<file path="src/rtl/mu8_pkg.sv">
`default_nettype none
// ----------------------------------------------------------------------------
// mu8_pkg
// Types and constants shared by the Modified UTF-8 to UTF-8 transcoder.
// ----------------------------------------------------------------------------
package mu8_pkg;

    typedef struct packed {
        logic [7:0] in_byte;
        logic       end_of_string;
    } mu8_in_t;

    typedef struct packed {
        logic [7:0] out_byte;
        logic       byte_valid;
        logic       run_last;
        logic       string_end;
    } mu8_out_t;

    // One input byte's worth of output: up to four bytes, data[0] goes first.
    // A count of zero with eos set is a bare end marker.
    typedef struct packed {
        logic [3:0][7:0] data;
        logic [2:0]      count;
        logic            eos;
    } mu8_group_t;

    typedef enum logic [1:0] {
        PH_IDLE    = 2'd0,
        PH_TWO     = 2'd1,
        PH_THREE   = 2'd2,
        PH_THREE_B = 2'd3
    } mu8_phase_t;

    localparam logic [7:0] CONT_LO     = 8'h80;
    localparam logic [7:0] CONT_HI     = 8'hBF;
    localparam logic [7:0] LEAD2_LO    = 8'hC0;
    localparam logic [7:0] LEAD2_HI    = 8'hDF;
    localparam logic [7:0] LEAD3_LO    = 8'hE0;
    localparam logic [7:0] LEAD3_HI    = 8'hEF;
    localparam logic [7:0] NUL_LEAD    = 8'hC0;
    localparam logic [7:0] NUL_CONT    = 8'h80;
    localparam logic [7:0] LEAD4_MARK  = 8'hF0;
    localparam logic [7:0] CONT_MARK   = 8'h80;
    localparam logic [5:0] SURR_LEAD   = 6'b110110;
    localparam logic [5:0] SURR_TRAIL  = 6'b110111;

endpackage
`default_nettype wire

</file>
<file path="src/rtl/mu8_front.sv">
`default_nettype none
// ----------------------------------------------------------------------------
// mu8_front
// Accepts input bytes, tracks the sequence phase and the held surrogate,
// and turns each byte into a group of output bytes for the queue.
// ----------------------------------------------------------------------------
module mu8_front (
    input  wire logic               aclk,
    input  wire logic               aresetn,
    input  wire mu8_pkg::mu8_in_t   in_data,
    input  wire logic               in_accept,
    output mu8_pkg::mu8_group_t     grp,
    output logic                    grp_push
);
    import mu8_pkg::*;

    mu8_phase_t  phase_reg, phase_next;
    logic [7:0]  held_first_reg, held_first_next;
    logic [7:0]  held_second_reg, held_second_next;
    logic [9:0]  lead_bits_reg, lead_bits_next;
    logic        lead_present_reg, lead_present_next;

    logic [7:0]  b;
    logic        eos;
    logic        is_cont;
    logic [15:0] val;
    logic [4:0]  cp_hi;

    assign b       = in_data.in_byte;
    assign eos     = in_data.end_of_string;
    assign is_cont = (b inside {[CONT_LO:CONT_HI]});
    assign val     = {held_first_reg[3:0], held_second_reg[5:0], b[5:0]};
    assign cp_hi   = {1'b0, lead_bits_reg[9:6]} + 5'd1;

    always_ff @(posedge aclk) begin
        if (!aresetn) begin
            phase_reg        <= PH_IDLE;
            held_first_reg   <= '0;
            held_second_reg  <= '0;
            lead_bits_reg    <= '0;
            lead_present_reg <= 1'b0;
        end else if (in_accept) begin
            phase_reg        <= phase_next;
            held_first_reg   <= held_first_next;
            held_second_reg  <= held_second_next;
            lead_bits_reg    <= lead_bits_next;
            lead_present_reg <= lead_present_next;
        end
    end

    always_comb begin
        phase_next = PH_IDLE;
        case (phase_reg)
            PH_IDLE: begin
                if (b inside {[LEAD2_LO:LEAD2_HI]}) begin
                    phase_next = PH_TWO;
                end else if (b inside {[LEAD3_LO:LEAD3_HI]}) begin
                    phase_next = PH_THREE;
                end
            end
            PH_THREE: begin
                if (is_cont) begin
                    phase_next = PH_THREE_B;
                end
            end
            default: phase_next = PH_IDLE;
        endcase
        if (eos) begin
            phase_next = PH_IDLE;
        end
    end

    always_comb begin
        grp               = '0;
        held_first_next   = held_first_reg;
        held_second_next  = held_second_reg;
        lead_bits_next    = lead_bits_reg;
        lead_present_next = lead_present_reg;
        case (phase_reg)
            PH_IDLE: begin
                if (!b[7]) begin
                    grp.data[0] = b;
                    grp.count   = 3'd1;
                end else if (b inside {[LEAD2_LO:LEAD3_HI]}) begin
                    held_first_next = b;
                end
            end
            PH_TWO: begin
                if (held_first_reg == NUL_LEAD && b == NUL_CONT) begin
                    grp.data[0] = 8'h00;
                    grp.count   = 3'd1;
                end else begin
                    grp.data[0] = held_first_reg;
                    grp.data[1] = b;
                    grp.count   = 3'd2;
                end
            end
            PH_THREE: begin
                if (is_cont) begin
                    held_second_next = b;
                end
            end
            PH_THREE_B: begin
                if (is_cont) begin
                    if (val[15:10] == SURR_LEAD) begin
                        lead_bits_next    = val[9:0];
                        lead_present_next = 1'b1;
                    end else if (val[15:10] == SURR_TRAIL) begin
                        if (lead_present_reg) begin
                            grp.data[0] = LEAD4_MARK | {5'd0, cp_hi[4:2]};
                            grp.data[1] = CONT_MARK | {2'd0, cp_hi[1:0],
                                                       lead_bits_reg[5:2]};
                            grp.data[2] = CONT_MARK | {2'd0, lead_bits_reg[1:0],
                                                       val[9:6]};
                            grp.data[3] = CONT_MARK | {2'd0, val[5:0]};
                            grp.count   = 3'd4;
                        end
                        lead_bits_next    = '0;
                        lead_present_next = 1'b0;
                    end else begin
                        grp.data[0] = held_first_reg;
                        grp.data[1] = held_second_reg;
                        grp.data[2] = b;
                        grp.count   = 3'd3;
                    end
                end
            end
            default: grp = '0;
        endcase
        if (eos) begin
            grp.eos           = 1'b1;
            held_first_next   = '0;
            held_second_next  = '0;
            lead_bits_next    = '0;
            lead_present_next = 1'b0;
        end
    end

    assign grp_push = in_accept && (grp.count != 3'd0 || grp.eos);

endmodule
`default_nettype wire

</file>
<file path="src/rtl/mu8_queue.sv">
`default_nettype none
// ----------------------------------------------------------------------------
// mu8_queue
// Short register queue of output groups between the front and back parts.
// ----------------------------------------------------------------------------
module mu8_queue #(
    parameter int DEPTH = 4
) (
    input  wire logic                aclk,
    input  wire logic                aresetn,
    input  wire mu8_pkg::mu8_group_t wr_data,
    input  wire logic                push,
    input  wire logic                pop,
    output mu8_pkg::mu8_group_t      rd_data,
    output logic                     empty,
    output logic                     full
);
    import mu8_pkg::*;

    localparam int PW = (DEPTH > 1) ? $clog2(DEPTH) : 1;
    localparam int CW = $clog2(DEPTH + 1);
    localparam logic [PW-1:0] LAST_PTR = PW'(DEPTH - 1);
    localparam logic [CW-1:0] FULL_CNT = CW'(DEPTH);

    mu8_group_t    mem_reg [DEPTH];
    logic [PW-1:0] wr_ptr_reg, wr_ptr_next;
    logic [PW-1:0] rd_ptr_reg, rd_ptr_next;
    logic [CW-1:0] cnt_reg, cnt_next;

    assign empty   = (cnt_reg == '0);
    assign full    = (cnt_reg == FULL_CNT);
    assign rd_data = mem_reg[rd_ptr_reg];

    always_comb begin
        wr_ptr_next = wr_ptr_reg;
        rd_ptr_next = rd_ptr_reg;
        cnt_next    = cnt_reg;
        if (push) begin
            wr_ptr_next = (wr_ptr_reg == LAST_PTR) ? '0 : wr_ptr_reg + 1'b1;
        end
        if (pop) begin
            rd_ptr_next = (rd_ptr_reg == LAST_PTR) ? '0 : rd_ptr_reg + 1'b1;
        end
        if (push && !pop) begin
            cnt_next = cnt_reg + 1'b1;
        end else if (pop && !push) begin
            cnt_next = cnt_reg - 1'b1;
        end
    end

    always_ff @(posedge aclk) begin
        if (!aresetn) begin
            wr_ptr_reg <= '0;
            rd_ptr_reg <= '0;
            cnt_reg    <= '0;
        end else begin
            wr_ptr_reg <= wr_ptr_next;
            rd_ptr_reg <= rd_ptr_next;
            cnt_reg    <= cnt_next;
        end
    end

    always_ff @(posedge aclk) begin
        if (push) begin
            mem_reg[wr_ptr_reg] <= wr_data;
        end
    end

endmodule
`default_nettype wire

</file>
<file path="src/rtl/mu8_back.sv">
`default_nettype none
// ----------------------------------------------------------------------------
// mu8_back
// Takes groups from the queue and sends their bytes one per transaction
// through a registered output stage.
// ----------------------------------------------------------------------------
module mu8_back (
    input  wire logic                aclk,
    input  wire logic                aresetn,
    input  wire mu8_pkg::mu8_group_t head,
    input  wire logic                head_valid,
    output logic                     pop,
    output logic                     m_valid,
    input  wire logic                m_ready,
    output mu8_pkg::mu8_out_t        m_data
);
    import mu8_pkg::*;

    logic       m_valid_reg, m_valid_next;
    mu8_out_t   m_data_reg, m_data_next;
    logic [1:0] idx_reg, idx_next;
    logic       load;
    logic       is_last;

    assign load    = !m_valid_reg || m_ready;
    assign is_last = (head.count == 3'd0) || ({1'b0, idx_reg} == head.count - 3'd1);
    assign pop     = load && head_valid && is_last;

    always_comb begin
        m_valid_next = m_valid_reg;
        m_data_next  = m_data_reg;
        idx_next     = idx_reg;
        if (load) begin
            m_valid_next = head_valid;
            if (head_valid) begin
                m_data_next.out_byte   = (head.count == 3'd0) ? 8'h00 : head.data[idx_reg];
                m_data_next.byte_valid = (head.count != 3'd0);
                m_data_next.run_last   = is_last;
                m_data_next.string_end = is_last && head.eos;
                idx_next               = is_last ? 2'd0 : idx_reg + 2'd1;
            end
        end
    end

    always_ff @(posedge aclk) begin
        if (!aresetn) begin
            m_valid_reg <= 1'b0;
            idx_reg     <= '0;
        end else begin
            m_valid_reg <= m_valid_next;
            idx_reg     <= idx_next;
        end
    end

    always_ff @(posedge aclk) begin
        m_data_reg <= m_data_next;
    end

    assign m_valid = m_valid_reg;
    assign m_data  = m_data_reg;

endmodule
`default_nettype wire

</file>
<file path="src/rtl/modified_utf8_to_utf8_transcoder.sv">
`default_nettype none
// ----------------------------------------------------------------------------
// modified_utf8_to_utf8_transcoder
// Converts a Modified UTF-8 byte stream into standard UTF-8.
//
//   Channel | Ports                    | Payload
//   input   | s_valid, s_ready, s_data | mu8_in_t  (in_byte, end_of_string)
//   output  | m_valid, m_ready, m_data | mu8_out_t (out_byte, byte_valid,
//           |                          |            run_last, string_end)
//
// One input byte is accepted per cycle while the group queue has room.
// Each byte yields zero to four output bytes, sent one per cycle from the
// output register while m_ready is high; the queue depth sets how far input
// runs ahead of output. Reset is synchronous and active low.
// A stall on the output side fills the queue, and only then lowers s_ready.
// ----------------------------------------------------------------------------
module modified_utf8_to_utf8_transcoder #(
    parameter int QUEUE_DEPTH = 4
) (
    input  wire logic               aclk,
    input  wire logic               aresetn,
    input  wire logic               s_valid,
    output logic                    s_ready,
    input  wire mu8_pkg::mu8_in_t   s_data,
    output logic                    m_valid,
    input  wire logic               m_ready,
    output mu8_pkg::mu8_out_t       m_data
);
    import mu8_pkg::*;

    mu8_group_t grp;
    mu8_group_t head;
    logic       grp_push;
    logic       q_pop;
    logic       q_empty;
    logic       q_full;
    logic       in_accept;

    assign s_ready   = !q_full;
    assign in_accept = s_valid && s_ready;

    mu8_front u_front (
        .aclk      (aclk),
        .aresetn   (aresetn),
        .in_data   (s_data),
        .in_accept (in_accept),
        .grp       (grp),
        .grp_push  (grp_push)
    );

    mu8_queue #(
        .DEPTH (QUEUE_DEPTH)
    ) u_queue (
        .aclk    (aclk),
        .aresetn (aresetn),
        .wr_data (grp),
        .push    (grp_push),
        .pop     (q_pop),
        .rd_data (head),
        .empty   (q_empty),
        .full    (q_full)
    );

    mu8_back u_back (
        .aclk       (aclk),
        .aresetn    (aresetn),
        .head       (head),
        .head_valid (!q_empty),
        .pop        (q_pop),
        .m_valid    (m_valid),
        .m_ready    (m_ready),
        .m_data     (m_data)
    );

endmodule
`default_nettype wire
</file>
<file path="config.mk">
export PLATFORM = sky130hd
export DESIGN_NAME = modified_utf8_to_utf8_transcoder
export DESIGN_NICKNAME = d
export VERILOG_FILES = /design/src/rtl/mu8_pkg.sv /design/src/rtl/mu8_front.sv /design/src/rtl/mu8_queue.sv /design/src/rtl/mu8_back.sv /design/src/rtl/modified_utf8_to_utf8_transcoder.sv
export SDC_FILE = /design/constraint.sdc
export NUM_CORES = 1
export LEC_CHECK = 0
export BUFFER_PORTS_ARGS = -buffer_cell sky130_fd_sc_hd__buf_2
export CAP_MARGIN = 10
export CORE_ASPECT_RATIO = 0.6
export CORE_MARGIN = 3
export CORE_UTILIZATION = 64
export CTS_BUF_LIST = sky130_fd_sc_hd__clkbuf_4 sky130_fd_sc_hd__clkbuf_8
export DETAILED_ROUTE_END_ITERATION = 10
export PLACE_DENSITY = 0.82
export SLEW_MARGIN = 30
export SYNTH_ARGS = -nofsm -noshare
export SYNTH_HDL_FRONTEND = slang
export SYNTH_SLANG_ARGS = --single-unit
</file>
<file path="constraint.sdc">
create_clock -name aclk -period 4.17 [get_ports aclk]
set_input_delay 0.834 -clock aclk [delete_from_list [all_inputs] [get_ports aclk]]
set_output_delay 0.834 -clock aclk [all_outputs]
set_load 0.01 [all_outputs]
</file>
# Word level (Yosys, flattened, before mapping)
# Memories as Yosys holds them, arrays and structs flattened. A register that Yosys moved wholly into a read port is not among the register bits.
# Cells that the tools add are included.
op_classes:
  order_cmp: 7
  n_eq_ne: 11
  reduce_logical: 37
  n_bitwise: 1
  n_addsub: 7
  n_mux: 45
op_table:
  columns: ["op", "n"]
  rows:
  - ["$mux 35", 3]
  - ["$mux 8", 10]
  - ["$mux 10", 6]
  - ["$pmux 11 s3", 1]
  - ["$mux 27", 1]
  - ["$ge 8x8->1 const B", 3]
  - ["$le 8x8->1 const B", 3]
  - ["$mux 2", 9]
  - ["$bmux 8 s2", 1]
  - ["$eq 8x8->1 const B", 2]
  - ["$mux 16", 1]
  - ["$pmux 8 s2", 1]
  - ["$reduce_bool 2->1", 7]
  - ["$eq 6x6->1 const B", 2]
  - ["$logic_and 1x1->1", 12]
  - ["$mux 11", 1]
  - ["$reduce_bool 3->1", 3]
  - ["$eq 2x2->1 const B", 4]
  - ["$mux 1", 8]
  - ["$reduce_and 4->1", 2]
  - ["$add 2x1->2 const B", 3]
  - ["$logic_not 3->1", 2]
  - ["$mux 3", 2]
  - ["$sub 3x1->3 const B", 2]
  - ["13 further kinds", 19]
word_totals:
  mem_count: 1
  output_inout_bits: 13
  ramBits: 144
  regBits: 50
memory_table:
  columns: ["name", "words", "width", "read_ports", "rd_clocked_by_memory_dff", "write_ports", "line", "text"]
  rows:
  - ["u_queue.mem_reg", 4, 36, 1, 1, 1, "mu8_queue.sv:25", "mu8_group_t mem_reg [DEPTH];"]

# Longest topological paths before layout
logic_depth:
  ltp_word: 13
  mapped_depth: 14
  ltp_nobuf: 12

# Modules after synthesis
# From an unflattened synthesis, not the netlist that was laid out.
unflattened:
  cells_unflattened: 516
  hier_area_um2: 8399.3
by_module_without_submodules:
  columns: ["module", "area_per_inst_um2", "n_inst", "cells_per_inst"]
  rows:
  - ["mu8_queue", 5706.7, 1, 232]
  - ["mu8_front", 1839.3, 1, 224]
  - ["mu8_back", 839.6, 1, 57]
  - ["modified_utf8_to_utf8_transcoder", 13.8, 1, 3]

# Worst setup path before layout
# Ideal clock, no wire load.
synth_path:
  path_type: "flip-flop to flip-flop"
  startpoint: "register with a tool-made name"
  endpoint: "register u_queue.cnt_reg[2]"
  path_buffers: 2
  required_time_ns: 4.094
  setup_slack_ns: 0.863
  t_arrival_ns: 3.232
  synth_period_minus_slack_ns: 3.307
  path_stages_with_launch: 15
  setup_ns: 0.076
  path_cell_list: "dfxtp_1 clkbuf_1 buf_1 mux4_2 inv_1 ha_1 xnor2_1 nor4b_2 a21oi_2 ha_1 inv_1 fa_1 xor2_1 or3_1 a21boi_0"
synth_lines:
  columns: ["item", "line", "text"]
  rows:
  - ["to (signal assigned)", "mu8_queue.sv:59", "cnt_reg <= cnt_next;"]
  - ["to (decl)", "mu8_queue.sv:28", "logic [CW-1:0] cnt_reg, cnt_next;"]

==> results.cfg <==
[outcome]
status = finished clean

[synthesis]
synth_xor_area_share_pct = 0.7587
synth_top_family_by_area = multiplexers
syn_inst = 516
syn_area_mm2 = 0.008080
seq_area_frac_synth_pct = 66.27
synth_cell_type_count = 58
ys_seq_elements = 192
synthFlopType = edfxtp_1
synth.avg_cell_area_um2 = 15.66
ys_async_sr_fraction_pct = 0
synth_edf_count = 151
synth_compound_area_share_pct = 7.200
ys_warn_count = 0
synth-simple-area-share_pct = 9.461
synth_top_cells_by_area = edfxtp_1 (56%), mux4_2 (12%), dfxtp_1 (10%)
synth_top_area_share_pct = 56.12
synth.area.mux_share_pct = 12.33
synthAdderAreaFrac_pct = 1.641
yosys.area.top_type = edfxtp_1

[placement]
place_ws_ns = 0.5708
portBuffers = 25
placed_area_mm2 = 0.008382
gp_congestion = 0.8990
dp.cells = 690
dp_hpwl_um = 11030

[finish]
n_fill_cell = 796
largest_reg_flops = 140
final_nets = 567
layout_common_cells = edfxtp_1 (151), mux4_2 (42), dfxtp_1 (40)
layout.cells.non_filler = 722
finish.utilization_pct = 71.75
area_growth_pct = 8.145
fin_area_mm2 = 0.008738
mostFrequentLayoutCell = edfxtp_1
antenna-diode-count = 0
layout-drive-gt1-share_pct = 21.72

[timing]
layout_min_cycle_time_ns = 3.485
period_share_pct = 83.58
max_slew_margin_pct = 42.51
setup_viol = 0
setup_slack_ns = 0.6847
fin_worst_skew_ns = 0.01467
hold_violations = 0
rsz0062_at_grt = no
slew_violations = 0
max_freq_ghz = 0.2869
hold_slack_ns = 0.4875
finalSetupTns_ns = 0
tightest_slew_ns = 0.8557

[critical_path]
crit_chain = buf_4, mux4_2, inv_1, ha_1, xnor2_1, nor4b_2, a21oi_2, ha_1, inv_1, fa_1, xor2_1, or3_1, a21boi_0
cp_max_fo = 12
cpPeakStageDelay_ns = 0.53
arrival_ns = 3.85
reg2reg_slack_ns = 0.68
end_kind = register
worstSetupStartpointType = register
slowest_stage = mux4_2
cp.required_ns = 4.54
crit_type = register to register

[pwr]
p_sw_share_pct = 29.25
power.density_mw_per_mm2 = 537.0
clockPowerShare_pct = 23.2
p_int_mw = 3.320
p_seq_share_pct = 51.0
total_leakage_power_nw = 2.878
p_comb_share_pct = 25.8
p_switching_mw = 1.372
ir_worst_vdd_mv = 0.3110
p_total_mw = 4.692

[route]
final_antenna_net_count = 0
viasPerCell = 6.468
drt-total-wl_um = 16470
via_count = 4670
drc = 0
firstDrtPassIters = 5
wire_per_inst_um = 22.80
drt_iter0_drc = 482

[clock_tree]
ctsHoldBuffers = 0
cts_buffers = 17
htreeDepth = 4
clock_sinks = 192
cts_resized = 0
post_cts_buffers = 0
cts_tree = yes
clock_path_buffers = 2
path_clk_slew_ns = 0.09
insertion_delay_ns = 0.45
cts-root-buf = clkbuf_8

[global_route]
globalRouteTotalUtil_pct = 25.41
grt.overflow.total = 0
grt_pass1_wl_um = 26130
grt_pass1_vias = 4626
antenna_found_initial = 0
grt_max_degree = 41

[floorplanning]
pin_count = 26
die_width_um = 151.1
core_mm2 = 0.01218
die_y_um = 93.04
fp-row-count = 31
die_area_mm2 = 0.01405
start_util_pct = 66.34

[hold_path]
hp-class = register to register

[run]
drv_cap = 0
## final cells by class
cell class | count | area [um2] | share of cell area (%)
Clock buffer | 19 | 249.0 | 2.849
Sequential cell | 192 | 5356 | 61.30
Tap cell | 165 | 206.4 | 2.363
Timing Repair Buffer | 38 | 222.7 | 2.549
Multi-Input combinational cell | 284 | 2557 | 29.27
Clock inverter | 13 | 105.1 | 1.203
Inverter | 11 | 41.29 | 0.4725
## worst paths after layout
check / from / end / depth (start not counted)
max reg2reg: register / u_queue.cnt_reg[2] / 13
min: u_front.held_second_reg[6] / u_front.held_second_reg[6] / 1
min reg2reg: u_front.held_second_reg[6] / u_front.held_second_reg[6] / 1
max: register / u_queue.cnt_reg[2] / 13
## Yosys cell counts (2+ instances only)
master,count
nor2_1,12
a21boi_0,2
inv_1,10
o31a_1,2
a221o_1,4
ha_1,9
o21ai_1,8
or3_1,2
a21oi_1,19
nor2b_1,33
or2_1,2
a22o_1,3
mux2i_1,5
nand3b_1,7
dfxtp_1,41
edfxtp_1,151
o21ai_0,10
nor4_1,3
nor3_1,2
a21o_1,3
o21a_1,4
buf_2,4
clkbuf_1,21
and3_1,6
mux4_2,42
xnor2_1,5
buf_4,3
o221a_2,2
nand2_1,25
a31oi_1,3
and2_1,15
a22oi_1,15
xor2_1,2
buf_1,3
nor4b_1,3
a21boi_1,5
and4b_1,2
nand3_1,8
## per-layer routing
layer | wire, um | vias up | global-route usage, %
met5 | 0 | - | 0
li1 | - | 2054 | -
met4 | 284 | 0 | 8.145
met2 | 7817 | 214 | 38.70
met1 | 7205 | 2375 | 38.29
met3 | 1157 | 27 | 4.310
## kinds of logic (layout without fill, tap and decap cells)
group,count (synthesis),after routing
mux,47,47
fa+ha+maj,10,10
buf+inv,43,81
xor+xnor,7,7
compound gates,86,86
simple gates,130,130
flops,192,192
other cells,1,4
## power by group through the flow
stage | combinational (mW) | clock, mW | sequential [mW]
after CTS | 1.23 | 1.11 | 2.39
after floorplan | 0.901 | 0 | 2.43
after global placement | 1.18 | 0 | 2.42
after detailed placement | 1.23 | 0 | 2.44
final | 1.21 | 1.09 | 2.39
after global routing | 1.33 | 1.19 | 2.41
## worst max-delay path, delay by kind of cell, from the launching register on
family / cells / cell delay (ns)
AOI/OAI and AO/OA: 2 / 0.41
xor gates and xnor gates: 2 / 0.41
adders and majority gates: 3 / 0.87
buffers and inverters: 3 / 0.42
DFF: 1 / 0.36
muxes: 1 / 0.53
and+or+nand+nor: 2 / 0.41
No activity file was read; power rests on OpenSTA's default activity.
